===== src/rtl/core/shs_pkg.sv =====
// shs_pkg: shared types, round constants and initial hash values for the
// SHA-256 stream hasher. No dependencies; used by shs_round and the top level.
package shs_pkg;

  localparam int WORD_W = 32;
  localparam int HASH_WORDS = 8;
  localparam int BLOCK_BYTES = 64;
  localparam int ROUNDS = 64;

  typedef logic [WORD_W-1:0] word_t;
  typedef word_t hash_t [HASH_WORDS];

  // schedule window taps: w[t], w[t+1], w[t+9], w[t+14]
  typedef struct packed {
    word_t w0;
    word_t w1;
    word_t w9;
    word_t w14;
  } taps_t;

  typedef enum logic [4:0] {
    ST_IDLE = 5'b00001,
    ST_PAD  = 5'b00010,
    ST_COMP = 5'b00100,
    ST_FOLD = 5'b01000,
    ST_OUT  = 5'b10000
  } state_t;

  localparam logic KIND_DATA   = 1'b0;
  localparam logic KIND_FINISH = 1'b1;

  localparam logic [7:0] PAD_BYTE  = 8'h80;
  localparam logic [7:0] ZERO_BYTE = 8'h00;
  localparam logic [5:0] FILL_LAST = 6'd63;
  localparam logic [5:0] LEN_START = 6'd56;
  localparam logic [5:0] ROUND_LAST = 6'd63;
  localparam logic [2:0] WORD_LAST = 3'd7;

  localparam word_t ROUND_K [ROUNDS] = '{
    32'h428a2f98, 32'h71374491, 32'hb5c0fbcf, 32'he9b5dba5,
    32'h3956c25b, 32'h59f111f1, 32'h923f82a4, 32'hab1c5ed5,
    32'hd807aa98, 32'h12835b01, 32'h243185be, 32'h550c7dc3,
    32'h72be5d74, 32'h80deb1fe, 32'h9bdc06a7, 32'hc19bf174,
    32'he49b69c1, 32'hefbe4786, 32'h0fc19dc6, 32'h240ca1cc,
    32'h2de92c6f, 32'h4a7484aa, 32'h5cb0a9dc, 32'h76f988da,
    32'h983e5152, 32'ha831c66d, 32'hb00327c8, 32'hbf597fc7,
    32'hc6e00bf3, 32'hd5a79147, 32'h06ca6351, 32'h14292967,
    32'h27b70a85, 32'h2e1b2138, 32'h4d2c6dfc, 32'h53380d13,
    32'h650a7354, 32'h766a0abb, 32'h81c2c92e, 32'h92722c85,
    32'ha2bfe8a1, 32'ha81a664b, 32'hc24b8b70, 32'hc76c51a3,
    32'hd192e819, 32'hd6990624, 32'hf40e3585, 32'h106aa070,
    32'h19a4c116, 32'h1e376c08, 32'h2748774c, 32'h34b0bcb5,
    32'h391c0cb3, 32'h4ed8aa4a, 32'h5b9cca4f, 32'h682e6ff3,
    32'h748f82ee, 32'h78a5636f, 32'h84c87814, 32'h8cc70208,
    32'h90befffa, 32'ha4506ceb, 32'hbef9a3f7, 32'hc67178f2
  };

  localparam hash_t INIT_HASH = '{
    32'h6a09e667, 32'hbb67ae85, 32'h3c6ef372, 32'ha54ff53a,
    32'h510e527f, 32'h9b05688c, 32'h1f83d9ab, 32'h5be0cd19
  };

endpackage


===== src/rtl/core/shs_round.sv =====
// shs_round: one SHA-256 compression round plus one message schedule word.
// Combinational; reused every round by the top-level sequencer. Uses shs_pkg.
module shs_round (
  input  shs_pkg::hash_t v,
  input  shs_pkg::word_t k,
  input  shs_pkg::taps_t taps,
  output shs_pkg::hash_t v_next,
  output shs_pkg::word_t w_new
);

  function automatic shs_pkg::word_t big_s0(input shs_pkg::word_t x);
    big_s0 = {x[1:0], x[31:2]} ^ {x[12:0], x[31:13]} ^ {x[21:0], x[31:22]};
  endfunction

  function automatic shs_pkg::word_t big_s1(input shs_pkg::word_t x);
    big_s1 = {x[5:0], x[31:6]} ^ {x[10:0], x[31:11]} ^ {x[24:0], x[31:25]};
  endfunction

  function automatic shs_pkg::word_t small_s0(input shs_pkg::word_t x);
    small_s0 = {x[6:0], x[31:7]} ^ {x[17:0], x[31:18]} ^ {3'b000, x[31:3]};
  endfunction

  function automatic shs_pkg::word_t small_s1(input shs_pkg::word_t x);
    small_s1 = {x[16:0], x[31:17]} ^ {x[18:0], x[31:19]} ^ {10'd0, x[31:10]};
  endfunction

  shs_pkg::word_t ch;
  shs_pkg::word_t maj;
  shs_pkg::word_t t1;
  shs_pkg::word_t t2;

  always_comb begin
    ch  = (v[4] & v[5]) ^ (~v[4] & v[6]);
    maj = (v[0] & v[1]) ^ (v[0] & v[2]) ^ (v[1] & v[2]);
    t1  = v[7] + big_s1(v[4]) + ch + k + taps.w0;
    t2  = big_s0(v[0]) + maj;
    v_next[0] = t1 + t2;
    v_next[1] = v[0];
    v_next[2] = v[1];
    v_next[3] = v[2];
    v_next[4] = v[3] + t1;
    v_next[5] = v[4];
    v_next[6] = v[5];
    v_next[7] = v[6];
    w_new = small_s1(taps.w14) + taps.w9 + small_s0(taps.w1) + taps.w0;
  end

endmodule


===== src/rtl/core/sha256_stream_hasher_core.sv =====
// sha256_stream_hasher_core: byte-stream SHA-256 with padding and digest output.
// Depends on shs_pkg and shs_round (one round per cycle, shared for all rounds).
//
//   channel  | handshake           | payload
//   ---------+---------------------+-----------------------------------
//   in       | in_valid / in_ready | kind, data_byte
//   out      | out_valid/out_ready | digest_word, word_index, last
//
// A data beat is taken while idle; every 64th byte starts 64 rounds and a fold
// in the shared round unit before the next byte is taken.
// A finish beat emits padding one byte per cycle (up to 64, or 72 with an
// extra block), compresses once or twice, then presents 8 digest beats.
// in_ready is high only while idle. Sync reset restores the initial hash.
module sha256_stream_hasher_core (
  input  logic        clk,
  input  logic        rst,
  input  logic        in_valid,
  output logic        in_ready,
  input  logic        kind,
  input  logic [7:0]  data_byte,
  output logic        out_valid,
  input  logic        out_ready,
  output logic [31:0] digest_word,
  output logic [2:0]  word_index,
  output logic        last
);

  shs_pkg::state_t state;
  shs_pkg::hash_t  hash;
  shs_pkg::hash_t  v;
  shs_pkg::hash_t  v_next;
  shs_pkg::word_t  w_new;
  shs_pkg::taps_t  taps;

  logic [511:0] blk;
  logic [5:0]   fill;
  logic [60:0]  msg_len;
  logic [63:0]  len_bits;
  logic [5:0]   rnd;
  logic [2:0]   out_idx;
  logic         finishing;
  logic         pad_first;
  logic         tail_ok;
  logic         final_blk;

  logic         in_fire;
  logic         out_fire;
  logic         len_phase;
  logic [7:0]   pad_byte;

  assign in_ready    = (state == shs_pkg::ST_IDLE);
  assign out_valid   = (state == shs_pkg::ST_OUT);
  assign in_fire     = in_valid && in_ready;
  assign out_fire    = out_valid && out_ready;
  assign digest_word = hash[out_idx];
  assign word_index  = out_idx;
  assign last        = (out_idx == shs_pkg::WORD_LAST);

  assign len_phase = tail_ok && !pad_first && (fill >= shs_pkg::LEN_START);
  assign pad_byte  = pad_first ? shs_pkg::PAD_BYTE :
                     len_phase ? len_bits[63:56] : shs_pkg::ZERO_BYTE;

  assign taps.w0  = blk[511:480];
  assign taps.w1  = blk[479:448];
  assign taps.w9  = blk[223:192];
  assign taps.w14 = blk[63:32];

  shs_round u_round (
    .v      (v),
    .k      (shs_pkg::ROUND_K[rnd]),
    .taps   (taps),
    .v_next (v_next),
    .w_new  (w_new)
  );

  always_ff @(posedge clk) begin
    case (state)
      shs_pkg::ST_IDLE: begin
        if (in_fire && kind == shs_pkg::KIND_DATA) begin
          blk <= {blk[503:0], data_byte};
          fill <= fill + 6'd1;
          msg_len <= msg_len + 61'd1;
          if (fill == shs_pkg::FILL_LAST) begin
            v <= hash;
            rnd <= '0;
            final_blk <= 1'b0;
            state <= shs_pkg::ST_COMP;
          end
        end else if (in_fire) begin
          len_bits <= {msg_len, 3'b000};
          msg_len <= '0;
          finishing <= 1'b1;
          pad_first <= 1'b1;
          tail_ok <= (fill < shs_pkg::LEN_START);
          state <= shs_pkg::ST_PAD;
        end
      end
      shs_pkg::ST_PAD: begin
        blk <= {blk[503:0], pad_byte};
        fill <= fill + 6'd1;
        pad_first <= 1'b0;
        if (len_phase) begin
          len_bits <= {len_bits[55:0], 8'h00};
        end
        if (fill == shs_pkg::FILL_LAST) begin
          v <= hash;
          rnd <= '0;
          final_blk <= tail_ok;
          state <= shs_pkg::ST_COMP;
        end
      end
      shs_pkg::ST_COMP: begin
        v <= v_next;
        blk <= {blk[479:0], w_new};
        rnd <= rnd + 6'd1;
        if (rnd == shs_pkg::ROUND_LAST) begin
          state <= shs_pkg::ST_FOLD;
        end
      end
      shs_pkg::ST_FOLD: begin
        for (int i = 0; i < shs_pkg::HASH_WORDS; i++) begin
          hash[i] <= hash[i] + v[i];
        end
        if (final_blk) begin
          out_idx <= '0;
          state <= shs_pkg::ST_OUT;
        end else if (finishing) begin
          tail_ok <= 1'b1;
          state <= shs_pkg::ST_PAD;
        end else begin
          state <= shs_pkg::ST_IDLE;
        end
      end
      shs_pkg::ST_OUT: begin
        if (out_fire) begin
          out_idx <= out_idx + 3'd1;
          if (out_idx == shs_pkg::WORD_LAST) begin
            hash <= shs_pkg::INIT_HASH;
            fill <= '0;
            finishing <= 1'b0;
            state <= shs_pkg::ST_IDLE;
          end
        end
      end
      default: begin
        state <= shs_pkg::ST_IDLE;
      end
    endcase

    if (rst) begin
      state <= shs_pkg::ST_IDLE;
      hash <= shs_pkg::INIT_HASH;
      fill <= '0;
      msg_len <= '0;
      rnd <= '0;
      out_idx <= '0;
      finishing <= 1'b0;
      pad_first <= 1'b0;
      tail_ok <= 1'b0;
      final_blk <= 1'b0;
    end
  end

endmodule

===== config.mk =====
export PLATFORM = sky130hd
export DESIGN_NAME = sha256_stream_hasher_core
export DESIGN_NICKNAME = d
export VERILOG_FILES = /design/src/rtl/core/shs_pkg.sv /design/src/rtl/core/shs_round.sv /design/src/rtl/core/sha256_stream_hasher_core.sv
export SDC_FILE = /design/constraint.sdc
export NUM_CORES = 2
export LEC_CHECK = 0
export ABC_AREA = 1
export BUFFER_PORTS_ARGS = -buffer_cell sky130_fd_sc_hd__buf_4
export CAP_MARGIN = 10
export CORE_MARGIN = 5
export CORE_UTILIZATION = 45
export DETAILED_ROUTE_END_ITERATION = 16
export RECOVER_POWER = 25
export SETUP_SLACK_MARGIN = 0.02
export SLEW_MARGIN = 25
export SYNTH_ARGS = -nofsm -noshare
export SYNTH_HDL_FRONTEND = slang
export SYNTH_SLANG_ARGS = --single-unit

===== constraint.sdc =====
create_clock -name clk -period 20.3 [get_ports clk]
set_input_delay 3.045 -clock clk [delete_from_list [all_inputs] [get_ports clk]]
set_output_delay 3.045 -clock clk [all_outputs]
set_load 0.05 [all_outputs]

==> impl_results.md <==
* Post-Syn Area per Cell at 7.647 µm²
* Power per cell area at 155.1 nW/µm²
* Synth Area in Compound Gates at 18.10%
* Largest family of logic cells by synthesized area: simple AND/OR/NAND/NOR gates
* Via count at 77340
* Status: finished, violations left
* Initial antenna violation count at 18
* Post-synthesis simple-gate area fraction at 19.76%
* Post-synthesis xor/xnor area fraction at 3.854%
* Cell Area, Placed at 85100 µm²
* Power Total at 0.01392 W
* Hold Buf Count CTS at 0
* Buf/Inv on CP at 3
* Largest net degree at the start of global routing at 181
* Clock latency at the later pin of the worst-skew pair at 0.84 ns
* Nature of the critical path endpoint: flip-flop
* Distinct cells, synth at 67
* CTS tree: built
* DRC at 0
* Number of synthesized flops with an enable pin at 829
* DR vias/cell at 5.855
* Setup TNS at 0 ns
* Pre-CTS setup slack at 12.17 ns
* Worst EP required at 20.61 ns
* ANT nets after route at 0
* Port Buffers at 50
* Achievable frequency at 0.07836 GHz
* Arrival time at the worst endpoint at 13.07 ns
* CORE AREA at 182900 µm²
* Global placement routability congestion at 1.023
* Routed wire per std cell at 26.77 µm
* Synthesized area at 82710 µm²
* Post-CTS Setup Inserts at 0
* Initial Util at 45.23%
* Hold crit path type: flip-flop to flip-flop
* Drt pass-1 iters at 9
* Multi-input gate area at 43490 µm²
* H-tree depth at 4
* GRT Total Usage at 35.63%
* FF/Latch Area at 31730 µm²
* Max-Cap Viols at 19
* # IOs at 51
* Detailed-placement wirelength estimate at 275100 µm
* Max Root-Sink Buffers at 3
* Min cycle time layout at 12.76 ns
* Asr flop ratio synth at 0%
* GRT Residual Overflow at 0
* Clock slew at reported path FFs at 0.06 ns
* Fin crit share at 62.87%
* Final setup fails at 0
* Post-synth top flop: edfxtp_1
* Post-Syn Instances at 10820
* Pleak at 38.05 nW
* Adder-cell share of the synthesized area at 10.86%
* Share of layout cells above drive strength 1 at 4.059%
* Synth warn at 0
* Final Hold Fails at 0
* Nets@finish at 11230
* # rows at 157
* Total CTS buffers at 140
* Slowest CP cell: clkbuf_1
* Crit path kind: flip-flop to flip-flop
* Most frequent cells after synthesis: 2537 x nand2_1, 1491 x inv_1, 1421 x o21ai_0
* Top cells by area, synth: edfxtp_1 30%, nand2_1 12%, o21ai_0 8.6%
* First-pass GRT wire length at 503600 µm
* Max-slew headroom at the worst pin at -473.0%
* Number of global-route vias before repair at 71920
* PnR worst setup slack at 7.538 ns
* DR iter-0 viols at 10130
* Largest delay share family, worst path: buffers and inverters
* Cell breakdown of the critical path: nor2_1, nand2_1, nor3_1, clkbuf_1, clkbuf_1, clkbuf_1, o21ai_0
* Worst-margin pin slew at 8.594 ns
* Clock sinks at 1170
* Crit-path max FO at 180
* Most frequent CP cell: clkbuf_1
* #FFs+latches synth at 1170
* Root buffer cell: clkbuf_16
* Failing checks: max-capacitance violations, max-slew violations
* Die height at 438.7 µm
* Clock Skews at 0.05100 ns
* Slew Viols, Final at 1383
* Final design area excluding fillers at 89750 µm²
* Mux cell area share after synthesis at 0%
* Max incr delay on CP at 5.92 ns
* WL final at 353500 µm
* Setup repair after global routing missed its margin: false
* Die area at 192500 µm²
* Die Wd at 438.7 µm
* Syn_nets at 11430
* Peak supply drop at 0.2593 mV
* Number of fill cells in the layout at 18250
* Cell accounting for the most synthesized area: edfxtp_1
* Post-cts sizing count at 0
* Register area share after synthesis at 38.35%
* Most common cell in the netlist: nand2_1
* Min Hold Slack at 0.4900 ns
* Share of the synthesized area in the top cell type at 30.10%
* Worst Setup Start Kind: flip-flop
* Area grow syn2layout at 8.504%
## logic make-up (layout without fill, tap and decap cells)
family | after synthesis | count (layout)
flip-flops | 1170 | 1170
buffers and inverters | 1979 | 1904
AO/OA/AOI/OAI | 2760 | 2760
other | 0 | 2
AND/OR/NAND/NOR | 3944 | 3944
XOR/XNOR | 364 | 364
adder cells (fa/ha/maj) | 600 | 600
## report_power, final
part | internal (W) | switching [W] | total, W
Clock | 0.00152 | 0.00113 | 0.00265
Sequential | 0.00309 | 0.000295 | 0.00339
Combinational | 0.00243 | 0.00546 | 0.00788
Total | 0.00704 | 0.00688 | 0.0139
## path summary, 6_finish.rpt
path | from | end | slack, ns | cells past startpoint
max | state[0] | v[150] | 7.54 | 7
min | hash[218] | hash[218] | 0.49 | 2
max reg2reg | state[0] | v[150] | 7.54 | 7
min reg2reg | hash[218] | hash[218] | 0.49 | 2
## registers in the layout, summed over array words and instances, names as in the netlist
name and flops:
v 256, blk 512, hash 256, pad_first 1, len_bits 61, tail_ok 1
final_blk 1, state 5, finishing 1, fill 6, word_index 3, rnd 6
msg_len 61
## layout make-up
| type | instances | area share, % |
|---|---|---|
| sequential | 1170 | 35.35 |
| antenna | 2 | 0.005577 |
| tap | 2464 | 3.435 |
| timing repair buffer | 139 | 1.126 |
| clock buffer | 179 | 4.216 |
| multi-input combinational | 7668 | 48.46 |
| inverter | 1505 | 6.317 |
| clock inverter | 81 | 1.085 |
## routing by layer
layer  up-vias  track usage (%)  routed length [µm]
met5         -                0                  29
met4         6            14.08               16460
met3       609            8.879               37060
met2      3731            52.38              148100
met1     37290            50.35              151900
li1      35710                -                   -
## tightest hold or removal path, cell delays in order, from the launching register on
cell and delay, ns:
dfxtp_1 0.32, nand2_1 0.07, a21oi_1 0.06
## per-stage QoR
step / instances / utilization [%]
4_1_cts: 13210 / 49.13
2_1_floorplan: 10820 / -
5_1_grt: 13210 / 49.07
3_5_place_dp: 12950 / 46.53
6_report: 13210 / 49.07
3_3_place_gp: 12950 / 46.53
## cell usage in the layout, fill, tap and decap left out, types with 126 or more instances in the layout
cell type | Yosys | final
nor3_1 | 125 | 126
o21ai_0 | 1421 | 1417
edfxtp_1 | 829 | 829
dfxtp_1 | 341 | 338
fa_1 | 197 | 197
ha_1 | 400 | 400
xnor2_1 | 157 | 157
inv_1 | 1491 | 1488
a21oi_1 | 864 | 862
nand3_1 | 439 | 439
clkbuf_16 | 0 | 143
nand2_1 | 2537 | 2538
nor2_1 | 590 | 593
xor2_1 | 207 | 207
(Power assumes the default switching activity.)
